$ cat src/rtl/core/assert_macros.svh
// Assertion macros shared by the sobel core modules.
`ifndef ASSERT_MACROS_SVH
`define ASSERT_MACROS_SVH

// Property must hold at every clock edge outside reset.
`define SOBEL_ASSERT(lbl, prop, msg) \
    lbl: assert property (@(posedge clk) disable iff (!rst_n) (prop)) else $error(msg);

// Condition must never be seen at a clock edge outside reset.
`define SOBEL_NEVER(lbl, cond, msg) \
    lbl: assert property (@(posedge clk) disable iff (!rst_n) !(cond)) else $error(msg);

`endif

$ cat src/rtl/core/sobel_pkg.sv
// Shared types and constants of the sobel edge magnitude core.
`timescale 1ns / 1ps
package sobel_pkg;

    localparam int unsigned MaxWidthDef  = 1024;
    localparam int unsigned HeightLimit  = 4096;
    localparam int unsigned CfgWidthRst  = 640;
    localparam int unsigned CfgHeightRst = 480;
    localparam int unsigned CfgAddrW     = 3;
    localparam int unsigned PixW         = 8;
    localparam int unsigned CfgWidthW    = 11;
    localparam int unsigned CfgHeightW   = 13;
    localparam int unsigned LineW        = 2 * PixW;

    typedef enum logic
    {
        REG_WIDTH  = 1'b0,
        REG_HEIGHT = 1'b1
    } cfg_reg_t;

    typedef enum logic
    {
        KIND_PIXEL = 1'b0,
        KIND_FLUSH = 1'b1
    } kind_t;

    // Frame geometry handed from the register block to the control.
    typedef struct packed
    {
        logic                    restart;
        logic [CfgHeightW-1:0]   height;
        logic [CfgHeightW-2:0]   height_m1;
    } cfg_ctl_t;

    // What one accepted beat does in the datapath.
    typedef struct packed
    {
        logic update;
        logic emit;
        logic inner;
        logic last;
    } item_ctl_t;

endpackage

$ cat src/rtl/core/sobel_ctrl.sv
// Position control: input column/row, result position and the lag of one line plus one pixel.
`timescale 1ns / 1ps
`include "assert_macros.svh"
module sobel_ctrl #(
    parameter int unsigned MAX_WIDTH = sobel_pkg::MaxWidthDef
) (
    input  logic                             clk,
    input  logic                             rst_n,
    input  logic [$clog2(MAX_WIDTH)-1:0]     width_m1,
    input  logic [$clog2(MAX_WIDTH+2)-1:0]   width_p1,
    input  sobel_pkg::cfg_ctl_t              cfg,
    input  logic                             accept,
    input  logic                             kind,
    output sobel_pkg::item_ctl_t             item,
    output logic [$clog2(MAX_WIDTH)-1:0]     col
);
    import sobel_pkg::*;

    localparam int unsigned CW = $clog2(MAX_WIDTH);
    localparam int unsigned PW = $clog2(MAX_WIDTH + 2);

    logic [CW-1:0]           col_reg;
    logic [CfgHeightW-1:0]   row_reg;
    logic [PW-1:0]           pend_reg;
    logic [CW-1:0]           ox_reg;
    logic [CfgHeightW-2:0]   oy_reg;

    logic complete;
    logic is_pixel;
    logic emit;
    logic last;

    assign complete = (row_reg >= cfg.height);
    assign is_pixel = (kind == KIND_PIXEL) && !complete;
    // pending count saturates at width+1: from then on every pixel releases one result
    assign emit     = complete || (is_pixel && (pend_reg == width_p1));
    assign last     = (ox_reg == width_m1) && (oy_reg == cfg.height_m1);

    assign item.update = is_pixel;
    assign item.emit   = emit;
    assign item.inner  = (ox_reg != '0) && (ox_reg != width_m1) &&
                         (oy_reg != '0) && (oy_reg != cfg.height_m1);
    assign item.last   = last;
    assign col         = col_reg;

    always_ff @(posedge clk or negedge rst_n)
    begin
        if (!rst_n)
        begin
            col_reg  <= '0;
            row_reg  <= '0;
            pend_reg <= '0;
            ox_reg   <= '0;
            oy_reg   <= '0;
        end
        else if (cfg.restart || (accept && emit && last))
        begin
            col_reg  <= '0;
            row_reg  <= '0;
            pend_reg <= '0;
            ox_reg   <= '0;
            oy_reg   <= '0;
        end
        else if (accept)
        begin
            if (is_pixel)
            begin
                if (col_reg == width_m1)
                begin
                    col_reg <= '0;
                    row_reg <= CfgHeightW'(row_reg + 1'b1);
                end
                else
                begin
                    col_reg <= CW'(col_reg + 1'b1);
                end
                if (!emit)
                begin
                    pend_reg <= PW'(pend_reg + 1'b1);
                end
            end
            if (emit)
            begin
                if (ox_reg == width_m1)
                begin
                    ox_reg <= '0;
                    oy_reg <= (CfgHeightW-1)'(oy_reg + 1'b1);
                end
                else
                begin
                    ox_reg <= CW'(ox_reg + 1'b1);
                end
            end
        end
    end

    `SOBEL_NEVER(a_pend_bound, pend_reg > width_p1, "pending count beyond width+1")
    `SOBEL_NEVER(a_col_bound, (col_reg > width_m1) || (ox_reg > width_m1), "column past row end")
    `SOBEL_NEVER(a_row_bound, row_reg > cfg.height, "row count past frame height")
endmodule

$ cat config.mk
export PLATFORM = sky130hd
export DESIGN_NAME = sobel_ctrl
export DESIGN_NICKNAME = d
export VERILOG_FILES = /design/src/rtl/core/sobel_pkg.sv /design/src/rtl/core/sobel_ctrl.sv
export VERILOG_INCLUDE_DIRS = /design/src /design/src/rtl/core
export SDC_FILE = /design/constraint.sdc
export NUM_CORES = 1
export LEC_CHECK = 0
export BUFFER_PORTS_ARGS = -buffer_cell sky130_fd_sc_hd__buf_2
export CAP_MARGIN = 10
export CORE_ASPECT_RATIO = 1.1
export CORE_MARGIN = 5
export CORE_UTILIZATION = 31
export DETAILED_ROUTE_END_ITERATION = 12
export HOLD_SLACK_MARGIN = 0.05
export SYNTH_ARGS = -nofsm -noshare
export SYNTH_HDL_FRONTEND = slang
export SYNTH_SLANG_ARGS = --single-unit
$ cat constraint.sdc
create_clock -name clk -period 6.58 [get_ports clk]
set_clock_uncertainty 0.1 [all_clocks]
set_input_delay 0.329 -clock clk [delete_from_list [all_inputs] [get_ports clk]]
set_output_delay 0.329 -clock clk [all_outputs]
set_load 0.02 [all_outputs]
==> results.md <==
- Status: finished clean
- Hold Vio Cnt, Final: 0
- Synth Register Bits: 56
- CTS tree: built
- Reg2reg end: pend_reg[5]$_DFFE_PN0P_
- Die area: 0.0151 sq mm
- Setup WS post-layout: 3450 ps
- Num CTS Buffers: 5
- Worst-margin pin slew: ~940 ps
- Most common cell after layout, fill and taps aside: buf_2
- Global route total overflow: 0
- Share of cells above drive strength 1: 0.175
- FMAX: about 0.32 GHz
- Area Growth Syn to Fin: 14.6%
- Final RePlAce weighted congestion: 0.780
- Post-DP Area: 0.00440 sq mm
- Largest family of logic cells by synthesized area: simple AND/OR/NAND/NOR gates
- CTS sink cnt: 56
- CP required: 6660 ps
- Period utilization: 0.475
- Syn avg cell area: 8.95 sq um
- Vias in the first global route: about 3,500
- FFs w/ async S/R, synth: 1.00
- ANT nets after route: 0
- DRC errors left: 0
- Core area: approximately 0.013 sq mm
- Starting DRT DRC Count: 204
- Worst-path clk slew: 70 ps
- ANT cells: 0
- Post-Synth Adder-Cell Area: 0.0633
- MaxCap Viol Count: 0
- Dpl ws: 3380 ps
- Syn. warnings: 0
- Initial antenna violation count: 0
- DIE HEIGHT: 128 um
- RSZ-0062 raised after global routing: no
- Critical Path AT: 3210 ps
- Max Buffers Root-to-Sink: 2
- Overall routing resource usage: 0.130
- Setup-failing EPs final: 0
- Nets@finish: 568
- Sequential area share after synthesis: 0.354
- Logic gate share of total power: 0.120
- Setup TNS: 0 ps
- Dominant synthesized flop cell: dfrtp_1
- Register share of total power: 0.507
- Cell family with most CP delay: simple AND/OR/NAND/NOR gates
- Row count: 43
- Tmin final: 3130 ps
- Net Count, Synth: slightly above 500
- Xor/xnor share of the synthesized area: 0.120
- Final Util: 0.360
- Post-synthesis mux area share: 0.0130
- Worst reg2reg setup slack: 3450 ps
- Wire per inst: 14.8 um
- Max reg flops: 13
- Critical path type: flop to flop
- R2R Path Start: row_reg[10]$_DFFE_PN0P_
- Endpoint type of the worst setup path: flop
- Critical path cell sequence: ha_1 > nand4_1 > nor4_4 > nor2_1 > a41oi_4 > a21o_1 > buf_4 > or4_1 > nand2_1
- Cells after synthesis: 442
- Vias: between 3,000 and 4,000
- I/O pin count: 65
- CTS Root Cell: clkbuf_16
- Pleak: 1.95 nW
- EDFF count, synth: 0
- Max_slew headroom: 0.373
- Largest net degree at the start of global routing: 57
- Sw Pwr: 0.179 mW
- Max incr delay on CP: approximately 520 ps
- CP startpoint kind: flop
- Mapped Area: 0.00396 sq mm
- Compound-gate portion of the synthesized area: 0.148
- Initial Util: 0.314
- Worst-path fanout max: 23
- Vias per cell: 5.24
- PortBufs: 64
- Post-Synth Simple-Gate Area: 0.252
- CP Depth: 9
- Peak VDD IR: between 0.00008 and 0.00009 V
- Count of cell types in the netlist: 49
- Final HPWL DP: about 7.4 mm
- Commonest non-fill, non-tap cells in the layout: buf_2 (64), dfrtp_1 (56), a21oi_1 (40)
- First-pass DRT Iterations: 5
- Sw frac: 0.256
- Buf/Inv on CP: 1
- Int Pwr: 0.521 mW
- Part of the power in the clock network: 0.373
- Post-Layout Cell Count: 654
- Pwr Density: 154 mW/mm^2
- Final instance area: ~0.0045 sq mm
- Final WL: between 9 and 10 mm
- Max Slew Vio Count: 0
- CTS resizes: 0
- # hold bufs at CTS: 0
- Hold crit path type: input port to asynchronous set/reset pin
- Register-to-Register Path Depth: 9
- Clock latency on the worst-skew pair: ~290 ps
- First-pass GRT wire length: 16.6 mm
- # Post-CTS Setup Buffers: 0
- Slowest CP cell: a21o_1
- H-tree Lvls: 2
- Die X: 118 um
- Inst Count DP: 647
[synth_stat cells (4+ instances only)]
library cell,n,area share
or3_1,19,0.030
xnor2_1,38,0.084
ha_1,20,0.063
nand3_1,20,0.025
and2_1,5,0.0079
clkbuf_1,5,0.0047
nand4_1,17,0.027
or4_1,11,0.021
o21ai_0,23,0.029
o31ai_1,7,0.013
nor4_1,9,0.014
a21oi_1,40,0.051
buf_2,7,0.0089
nand2b_1,4,0.0063
a22o_1,5,0.011
mux2i_1,4,0.010
dfrtp_1,56,0.35
and3_1,11,0.017
nor3_1,4,0.0051
o211ai_1,5,0.0095
nor2_1,19,0.018
xor2_1,16,0.035
inv_1,26,0.025
nand2_1,34,0.032
[routing by layer]
layer  share of wire  wire [um]  GRT usage
met4           0.026        248     0.0479
met3           0.043        413     0.0316
met5               0          0          0
met1            0.45       4370      0.163
met2            0.48       4670      0.217
[cell families (layout without fill, tap and decap cells)]
| group | count (synthesis) | after routing |
|---|---|---|
| XOR/XNOR | 54 | 54 |
| buffers and inverters | 45 | 100 |
| multiplexers | 5 | 5 |
| AO/OA/AOI/OAI | 92 | 92 |
| flip-flops | 56 | 56 |
| adder cells (fa/ha/maj) | 20 | 20 |
| AND/OR/NAND/NOR | 170 | 170 |
[worst max path at each step]
stage / startpoint / endpoint
detailed placement: cfg[24] / oy_reg[3]$_DFFE_PN0P_
finish: row_reg[10]$_DFFE_PN0P_ / pend_reg[5]$_DFFE_PN0P_
global placement: cfg[24] / oy_reg[4]$_DFFE_PN0P_
CTS: row_reg[11]$_DFFE_PN0P_ / pend_reg[5]$_DFFE_PN0P_
global route: row_reg[12]$_DFFE_PN0P_ / pend_reg[7]$_DFFE_PN0P_
floorplan: row_reg[2]$_DFFE_PN0P_ / pend_reg[5]$_DFFE_PN0P_
[per-stage QoR]
step / total power [mW] / hold WS [ps]
4_1_cts: 0.711 / 110
6_report: 0.700 / 66.8
3_5_place_dp: 0.447 / 426
2_1_floorplan: 0.407 / -66.6
5_1_grt: 0.737 / 145
3_3_place_gp: 0.445 / 424
[power by group through the flow]
stage	sequential (mW)	combinational (mW)	clock, mW
floorplan	0.360	0.0465	0
global placement	0.361	0.0838	0
detailed placement	0.362	0.0858	0
CTS	0.355	0.0862	0.270
global route	0.355	0.0964	0.285
finish	0.355	0.0842	0.261
[area by class of cell]
class	instances	area [sq um]
fillers	1281	8060
multi-input cells	341	2360
flip-flops and latches	56	1400
repair buffers	67	343
well taps	157	196
clock buffers	5	125
inverters	26	97.6
clock inverters	2	12.5
(Power assumes the default switching activity.)
