`config.mk`:
```
export PLATFORM = sky130hd
export DESIGN_NAME = sobel_pipe_flat
export DESIGN_NICKNAME = d
export VERILOG_FILES = /design/src/rtl/core/sobel_pkg.sv /design/src/rtl/core/sobel_stream_ifs.sv /design/src/rtl/core/sobel_pipe.sv /design/src/flat_wrapper.sv
export VERILOG_INCLUDE_DIRS = /design/src /design/src/rtl/core
export SDC_FILE = /design/constraint.sdc
export NUM_CORES = 1
export LEC_CHECK = 0
export ABC_CLOCK_PERIOD_IN_PS = 13350
export BUFFER_PORTS_ARGS = -buffer_cell sky130_fd_sc_hd__clkbuf_2
export CAP_MARGIN = 25
export CELL_PAD_IN_SITES_DETAIL_PLACEMENT = 1
export CELL_PAD_IN_SITES_GLOBAL_PLACEMENT = 1
export CORE_MARGIN = 2
export CORE_UTILIZATION = 43
export DETAILED_ROUTE_END_ITERATION = 10
export PLACE_DENSITY_LB_ADDON = 0.1
export SLEW_MARGIN = 40
export SYNTH_ARGS = -nofsm -noshare
export SYNTH_HDL_FRONTEND = slang
export SYNTH_SLANG_ARGS = --single-unit
```
`constraint.sdc`:
```
create_clock -name clk -period 13.35 [get_ports clk]
set_input_delay 2.67 -clock clk [delete_from_list [all_inputs] [get_ports clk]]
set_output_delay 2.67 -clock clk [all_outputs]
set_load 0.005 [all_outputs]
```
`src/rtl/core/assert_macros.svh`:
```
// Assertion macros shared by the sobel core modules.
`ifndef ASSERT_MACROS_SVH
`define ASSERT_MACROS_SVH

// Property must hold at every clock edge outside reset.
`define SOBEL_ASSERT(lbl, prop, msg) \
    lbl: assert property (@(posedge clk) disable iff (!rst_n) (prop)) else $error(msg);

// Condition must never be seen at a clock edge outside reset.
`define SOBEL_NEVER(lbl, cond, msg) \
    lbl: assert property (@(posedge clk) disable iff (!rst_n) !(cond)) else $error(msg);

`endif

```
`src/rtl/core/sobel_pkg.sv`:
```
// Shared types and constants of the sobel edge magnitude core.
`timescale 1ns / 1ps
package sobel_pkg;

    localparam int unsigned MaxWidthDef  = 1024;
    localparam int unsigned HeightLimit  = 4096;
    localparam int unsigned CfgWidthRst  = 640;
    localparam int unsigned CfgHeightRst = 480;
    localparam int unsigned CfgAddrW     = 3;
    localparam int unsigned PixW         = 8;
    localparam int unsigned CfgWidthW    = 11;
    localparam int unsigned CfgHeightW   = 13;
    localparam int unsigned LineW        = 2 * PixW;

    typedef enum logic
    {
        REG_WIDTH  = 1'b0,
        REG_HEIGHT = 1'b1
    } cfg_reg_t;

    typedef enum logic
    {
        KIND_PIXEL = 1'b0,
        KIND_FLUSH = 1'b1
    } kind_t;

    // Frame geometry handed from the register block to the control.
    typedef struct packed
    {
        logic                    restart;
        logic [CfgHeightW-1:0]   height;
        logic [CfgHeightW-2:0]   height_m1;
    } cfg_ctl_t;

    // What one accepted beat does in the datapath.
    typedef struct packed
    {
        logic update;
        logic emit;
        logic inner;
        logic last;
    } item_ctl_t;

endpackage

```
`src/rtl/core/sobel_stream_ifs.sv`:
```
// Valid/ready stream interfaces for pixel input and magnitude results.
`timescale 1ns / 1ps
interface sobel_pix_if;
    import sobel_pkg::*;

    logic            valid;
    logic            ready;
    logic            kind;
    logic [PixW-1:0] red;
    logic [PixW-1:0] green;
    logic [PixW-1:0] blue;

    modport source (output valid, kind, red, green, blue, input ready);
    modport sink   (input valid, kind, red, green, blue, output ready);
endinterface

interface sobel_res_if;
    import sobel_pkg::*;

    logic            valid;
    logic            ready;
    logic [PixW-1:0] magnitude;
    logic            frame_last;

    modport source (output valid, magnitude, frame_last, input ready);
    modport sink   (input valid, magnitude, frame_last, output ready);
endinterface

```
`src/rtl/core/sobel_pipe.sv`:
```
// Datapath: grey conversion, item stage, 3x3 window, Sobel magnitude, result register.
`timescale 1ns / 1ps
`include "assert_macros.svh"
module sobel_pipe #(
    parameter int unsigned MAX_WIDTH = sobel_pkg::MaxWidthDef
) (
    input  logic                             clk,
    input  logic                             rst_n,
    sobel_pix_if.sink                        pixel_in,
    sobel_res_if.source                      result_out,
    input  sobel_pkg::item_ctl_t             item,
    input  logic [$clog2(MAX_WIDTH)-1:0]     col,
    output logic                             accept,
    input  logic [sobel_pkg::LineW-1:0]      ls_rd_data,
    output logic                             ls_wr_en,
    output logic [$clog2(MAX_WIDTH)-1:0]     ls_wr_addr,
    output logic [sobel_pkg::LineW-1:0]      ls_wr_data
);
    import sobel_pkg::*;

    localparam int unsigned CW = $clog2(MAX_WIDTH);

    logic            s1_valid_reg;
    item_ctl_t       s1_item_reg;
    logic [CW-1:0]   s1_col_reg;
    logic [PixW-1:0] s1_grey_reg;

    logic [PixW-1:0] window_reg  [9];
    logic [PixW-1:0] window_next [9];

    logic            out_valid_reg;
    logic [PixW-1:0] out_mag_reg;
    logic            out_last_reg;

    logic            out_free;
    logic            s1_move;
    logic [PixW-1:0] grey_in;
    logic [PixW-1:0] prev_row;
    logic [PixW-1:0] older_row;
    logic [PixW-1:0] mag;

    // (r+g+b)/3 as (sum*683)>>11, exact for sums up to 765
    function automatic logic [PixW-1:0] grey_of(input logic [PixW-1:0] r,
                                                input logic [PixW-1:0] g,
                                                input logic [PixW-1:0] b);
        logic [PixW+1:0]  sum;
        logic [PixW+11:0] prod;
        begin
            sum     = (PixW+2)'(r) + (PixW+2)'(g) + (PixW+2)'(b);
            prod    = (PixW+12)'(sum) * (PixW+12)'(683);
            grey_of = prod[PixW+10:11];
        end
    endfunction

    function automatic logic [PixW+1:0] abs_diff(input logic [PixW+1:0] a,
                                                 input logic [PixW+1:0] b);
        begin
            abs_diff = (a >= b) ? (a - b) : (b - a);
        end
    endfunction

    assign out_free       = !out_valid_reg || result_out.ready;
    assign s1_move        = s1_valid_reg && (!s1_item_reg.emit || out_free);
    assign pixel_in.ready = !s1_valid_reg || s1_move;
    assign accept         = pixel_in.valid && pixel_in.ready;
    assign grey_in        = grey_of(pixel_in.red, pixel_in.green, pixel_in.blue);

    assign older_row  = ls_rd_data[LineW-1:PixW];
    assign prev_row   = ls_rd_data[PixW-1:0];
    assign ls_wr_en   = s1_move && s1_item_reg.update;
    assign ls_wr_addr = s1_col_reg;
    assign ls_wr_data = {prev_row, s1_grey_reg};

    always_comb
    begin
        window_next = window_reg;
        if (s1_move && s1_item_reg.update)
        begin
            window_next[0] = window_reg[1];
            window_next[1] = window_reg[2];
            window_next[2] = older_row;
            window_next[3] = window_reg[4];
            window_next[4] = window_reg[5];
            window_next[5] = prev_row;
            window_next[6] = window_reg[7];
            window_next[7] = window_reg[8];
            window_next[8] = s1_grey_reg;
        end
    end

    // |Gx|+|Gy| on the updated window, clamped
    always_comb
    begin
        logic [PixW+1:0] gx_p;
        logic [PixW+1:0] gx_n;
        logic [PixW+1:0] gy_p;
        logic [PixW+1:0] gy_n;
        logic [PixW+2:0] total;
        gx_p  = (PixW+2)'(window_next[2]) + {1'b0, window_next[5], 1'b0} +
                (PixW+2)'(window_next[8]);
        gx_n  = (PixW+2)'(window_next[0]) + {1'b0, window_next[3], 1'b0} +
                (PixW+2)'(window_next[6]);
        gy_p  = (PixW+2)'(window_next[6]) + {1'b0, window_next[7], 1'b0} +
                (PixW+2)'(window_next[8]);
        gy_n  = (PixW+2)'(window_next[0]) + {1'b0, window_next[1], 1'b0} +
                (PixW+2)'(window_next[2]);
        total = (PixW+3)'(abs_diff(gx_p, gx_n)) + (PixW+3)'(abs_diff(gy_p, gy_n));
        mag   = (total > (PixW+3)'(255)) ? PixW'(255) : total[PixW-1:0];
    end

    always_ff @(posedge clk or negedge rst_n)
    begin
        if (!rst_n)
        begin
            s1_valid_reg  <= 1'b0;
            out_valid_reg <= 1'b0;
            for (int i = 0; i < 9; i++)
            begin
                window_reg[i] <= '0;
            end
        end
        else
        begin
            if (accept)
            begin
                s1_valid_reg <= 1'b1;
            end
            else if (s1_move)
            begin
                s1_valid_reg <= 1'b0;
            end

            if (s1_move && s1_item_reg.emit)
            begin
                out_valid_reg <= 1'b1;
            end
            else if (result_out.ready)
            begin
                out_valid_reg <= 1'b0;
            end

            window_reg <= window_next;
        end
    end

    always_ff @(posedge clk)
    begin
        if (accept)
        begin
            s1_item_reg <= item;
            s1_col_reg  <= col;
            s1_grey_reg <= grey_in;
        end
        if (s1_move && s1_item_reg.emit)
        begin
            out_mag_reg  <= s1_item_reg.inner ? mag : '0;
            out_last_reg <= s1_item_reg.last;
        end
    end

    assign result_out.valid      = out_valid_reg;
    assign result_out.magnitude  = out_mag_reg;
    assign result_out.frame_last = out_last_reg;

    // the final pixel of a frame is a corner, so its magnitude is zero
    `SOBEL_ASSERT(a_last_border, (out_valid_reg && out_last_reg) |-> (out_mag_reg == '0), "frame_last beat with nonzero magnitude")
    `SOBEL_ASSERT(a_stall_hold, (s1_valid_reg && !s1_move) |=> (s1_valid_reg && $stable(s1_col_reg)), "item stage lost a stalled beat")
endmodule

```
`src/flat_wrapper.sv`:
```
// flat-port wrapper written by rule: the top's interface ports become plain ports
module sobel_pipe_flat import sobel_pkg::*;
#(
    parameter int unsigned MAX_WIDTH = sobel_pkg::MaxWidthDef
)
  (clk, rst_n, item, col, accept, ls_rd_data, ls_wr_en, ls_wr_addr, ls_wr_data, pixel_in_valid, pixel_in_kind, pixel_in_red, pixel_in_green, pixel_in_blue, pixel_in_ready, result_out_valid, result_out_magnitude, result_out_frame_last, result_out_ready);
  sobel_pix_if pixel_in_i ();
  sobel_res_if result_out_i ();
  input  logic clk;
  input  logic rst_n;
  input  sobel_pkg::item_ctl_t item;
  input  logic [$clog2(MAX_WIDTH)-1:0] col;
  output logic accept;
  input  logic [sobel_pkg::LineW-1:0] ls_rd_data;
  output logic ls_wr_en;
  output logic [$clog2(MAX_WIDTH)-1:0] ls_wr_addr;
  output logic [sobel_pkg::LineW-1:0] ls_wr_data;
  input wire logic [$bits(pixel_in_i.valid)-1:0] pixel_in_valid;
  input wire logic [$bits(pixel_in_i.kind)-1:0] pixel_in_kind;
  input wire logic [$bits(pixel_in_i.red)-1:0] pixel_in_red;
  input wire logic [$bits(pixel_in_i.green)-1:0] pixel_in_green;
  input wire logic [$bits(pixel_in_i.blue)-1:0] pixel_in_blue;
  output wire logic [$bits(pixel_in_i.ready)-1:0] pixel_in_ready;
  output wire logic [$bits(result_out_i.valid)-1:0] result_out_valid;
  output wire logic [$bits(result_out_i.magnitude)-1:0] result_out_magnitude;
  output wire logic [$bits(result_out_i.frame_last)-1:0] result_out_frame_last;
  input wire logic [$bits(result_out_i.ready)-1:0] result_out_ready;
  assign pixel_in_i.valid = pixel_in_valid;
  assign pixel_in_i.kind = pixel_in_kind;
  assign pixel_in_i.red = pixel_in_red;
  assign pixel_in_i.green = pixel_in_green;
  assign pixel_in_i.blue = pixel_in_blue;
  assign pixel_in_ready = pixel_in_i.ready;
  assign result_out_valid = result_out_i.valid;
  assign result_out_magnitude = result_out_i.magnitude;
  assign result_out_frame_last = result_out_i.frame_last;
  assign result_out_i.ready = result_out_ready;
  sobel_pipe #(.MAX_WIDTH(MAX_WIDTH)) u_core (.clk(clk), .rst_n(rst_n), .pixel_in(pixel_in_i), .result_out(result_out_i), .item(item), .col(col), .accept(accept), .ls_rd_data(ls_rd_data), .ls_wr_en(ls_wr_en), .ls_wr_addr(ls_wr_addr), .ls_wr_data(ls_wr_data));
endmodule
```
==> impl_metrics.ini <==
[placed_design]
dp_hpwl_um = 19400
gp_routability_congestion = 0.790
numPortBuffers = 96

[floorplanning]
core_area_mm2 = 0.0233
die_h_um = 157
die_extent_in_x_um = 157
placementRows = 56
floorplan.initialDensity_pct = 43.4
fp.dieArea_mm2 = 0.0247
floorplan.io_pins = 98

[sta]
clock-skew-final_ps = 15.9
slew_headroom_pct = 44.0
number_of_endpoints_with_negative_hold_slack_in_the_final_report = 0
max_frequency_mhz = 100
max_slew.worst_pin.slew_ps = 834
final-setup-viol-count = 0
period_share_pct = 74.5
timing.setup.tns_ps = 0
final_report_max_slew_violation_count = 0
timing.final.crit_period_ps = 9950
grt_setup_unrepaired = no

[route]
first_iter_violations = 192
detail_route.vias_per_cell = 5.11
final_antenna_net_count = 0
remaining_drcs = 0
detail_route.first_pass.iterations = 4
detailroute.via_count = 7064
totalWireLength_um = 23300
routedWlPerCell_um = 16.8

[global_route]
grt_antenna_before_repair = 0
global_route.overflow_total = 0
grt_util_all_layers_pct = 19.8
pin_count_of_the_biggest_net_entering_global_routing = 75
number_of_global_route_vias_before_repair = 7690
grt_pass1_wl_um = 38200

[critical_path]
critical_path.startpoint_type = primary input
required_ps = 13470
timing.critical_path.mode_cell = sky130_fd_sc_hd__ha_1
critical_path_class = primary input to flip-flop
critical-path-max-stage-delay_ps = 740
crit_path_max_fanout = 36
rr_worst_depth = 28
cp_data_arrival_time_ps = 10070
cp-end-kind = flip-flop
critical_path.slowest_cell = sky130_fd_sc_hd__o311a_1

[synthesis]
post_synth_instance_area_mm2 = 0.0101
synth_fp_nets = 1251
ys_seq_elements = 105
synth_cell_types = 56
ys_seq_area_share_pct = 27.6
synth_edf_count = 31
post_synth.cell_area_avg_um2 = 10.3
predominant_post_synthesis_flop_cell = sky130_fd_sc_hd__dfrtp_1
ys_async_rst_share_pct = 70.5
synth-warning-count = 0
postSynthCellCount = 976

[cts]
ctsHtreeMaxLevel = 3
worst_setup_hold_path_clk_slew_ps = 80
tritoncts = done
clock_sinks = 105
holdBufCountCts = 0
ctsResizeCount = 0
cts_buffers = 9
clkLatencyLatePin_ps = 370
post_cts.repair.setup_buffers = 0
cts_root_buffer = sky130_fd_sc_hd__clkbuf_16
cts_max_path_buffers = 2

[hold_path]
timing.hold.worst_path_depth = 0
worstHoldPathType = flip-flop to flip-flop

[layout]
multiInputGateArea_mm2 = 0.00660
n_fill_cell = 2671
layout-area-overhead-vs-synth_pct = 10.7
largest_reg_flops = 72
antennaDiodeCount = 0
drive_above_1_share_pct = 16.7
nets = 1333
area.sequential_mm2 = 0.00278

[outcome]
outcome = finished, final reports clean

[job]
max_cap_violations = 0
## path summary, 6_finish.rpt
check / start / endpoint / slack, ps
hold reg to reg: u_core.s1_item_reg[0]$_DFFE_PP_ / u_core.result_out.frame_last$_DFFE_PP_ / 430
max in group asynchronous: rst_n / u_core.window_reg[66]$_DFF_PN0_ / 10540
hold / removal: u_core.s1_item_reg[0]$_DFFE_PP_ / u_core.result_out.frame_last$_DFFE_PP_ / 430
setup reg to reg: u_core.result_out.valid$_DFFE_PN0P_ / u_core.result_out.magnitude[2]$_SDFFCE_PN0P_ / 5310
setup / recovery: result_out_ready / u_core.result_out.magnitude[2]$_SDFFCE_PN0P_ / 3400
min in group asynchronous: rst_n / u_core.window_reg[39]$_DFFE_PN0N_ / 2300
## final cells by class
type                            instances  area share, %
Tap cell                              319           3.57
Clock inverter                          7          0.750
Clock buffer                            9           2.01
Timing Repair Buffer                  100           4.62
Sequential cell                       105           24.9
Inverter                              153           5.14
Multi-Input combinational cell        689           59.0
## logic make-up (layout without fill, tap and decap cells)
family	count (synthesis)	after routing	share of synthesized area, %
XOR/XNOR	78	78	6.77
flip-flops	105	105	27.6
buffers and inverters	182	269	7.22
adder cells (fa/ha/maj)	218	218	30.8
AO/OA/AOI/OAI	202	202	12.9
multiplexers	87	87	9.36
AND/OR/NAND/NOR	104	104	5.33
## per-stage QoR
step	cells	hold slack, ps	util [%]	instance area (µm²)	setup slack (ps)
finish	1382	431	48.1	11200	3400
detailed placement	1366	413	46.7	10900	3060
global route	1382	436	48.1	11200	2820
global placement	1366	405	46.7	10900	3130
CTS	1382	435	48.1	11200	3380
floorplan	976	400	-	10100	4110
## layout by cell type (no fill, tap or decap), types with 27 or more instances in the layout
cell	count
sky130_fd_sc_hd__a21o_1	33
sky130_fd_sc_hd__a21oi_1	68
sky130_fd_sc_hd__clkbuf_2	95
sky130_fd_sc_hd__dfrtp_1	74
sky130_fd_sc_hd__edfxtp_1	31
sky130_fd_sc_hd__fa_1	52
sky130_fd_sc_hd__ha_1	164
sky130_fd_sc_hd__inv_1	153
sky130_fd_sc_hd__mux2_2	55
sky130_fd_sc_hd__mux2i_1	31
sky130_fd_sc_hd__o21ai_0	27
sky130_fd_sc_hd__xnor2_1	42
sky130_fd_sc_hd__xor2_1	36
## synthesized netlist by cell type, drive strengths merged, types with 2 or more instances
cell type  number  area (µm²)
nor4            2        12.5
o211ai          5        42.5
o31ai           2        15.0
mux2i          31         310
o21ai          28         140
buf            25         140
or4             3        22.5
nand4b          2        17.5
a21oi          69         345
o21a           17         128
nor2           21        78.8
nor3            7        35.0
o22ai           2        18.8
a211oi          7        57.6
nand4           6        37.5
o311ai          2        17.5
clkbuf          4        15.0
o21bai         24         180
xor2           36         315
inv           153         574
ha            164        2050
a21o           33         248
a211o           2        17.5
fa             52        1040
dfrtp          74        1850
mux2           56         634
o221ai          2        17.5
o311a           2        20.0
a31oi           2        12.5
nand2b         10        62.6
nand3           9        45.0
edfxtp         31         931
and2            2        12.5
nand2          24        90.1
or3             2        12.5
xnor2          42         368
maj3            2        20.0
nor2b          10        62.6
## routing by layer
| layer | vias to the layer above | global-route usage, % | routed length (µm) |
|---|---|---|---|
| li1 | 3495 | - | - |
| met1 | 3507 | 25.8 | 11000 |
| met2 | 49 | 35.7 | 11700 |
| met3 | 13 | 2.29 | 332 |
| met4 | 0 | 3.77 | 210 |
| met5 | - | 0 | 0 |
## critical path: cells and delay by family
kind | cells | cell delay [ps]
buf+inv | 2 | 540
compound gates | 15 | 3450
xor+xnor | 3 | 560
fa+ha+maj | 4 | 1180
simple gates | 3 | 790
mux | 2 | 850
Power is not shown: default switching activity piles up to over one toggle a cycle in this logic, so the estimate is an artifact.
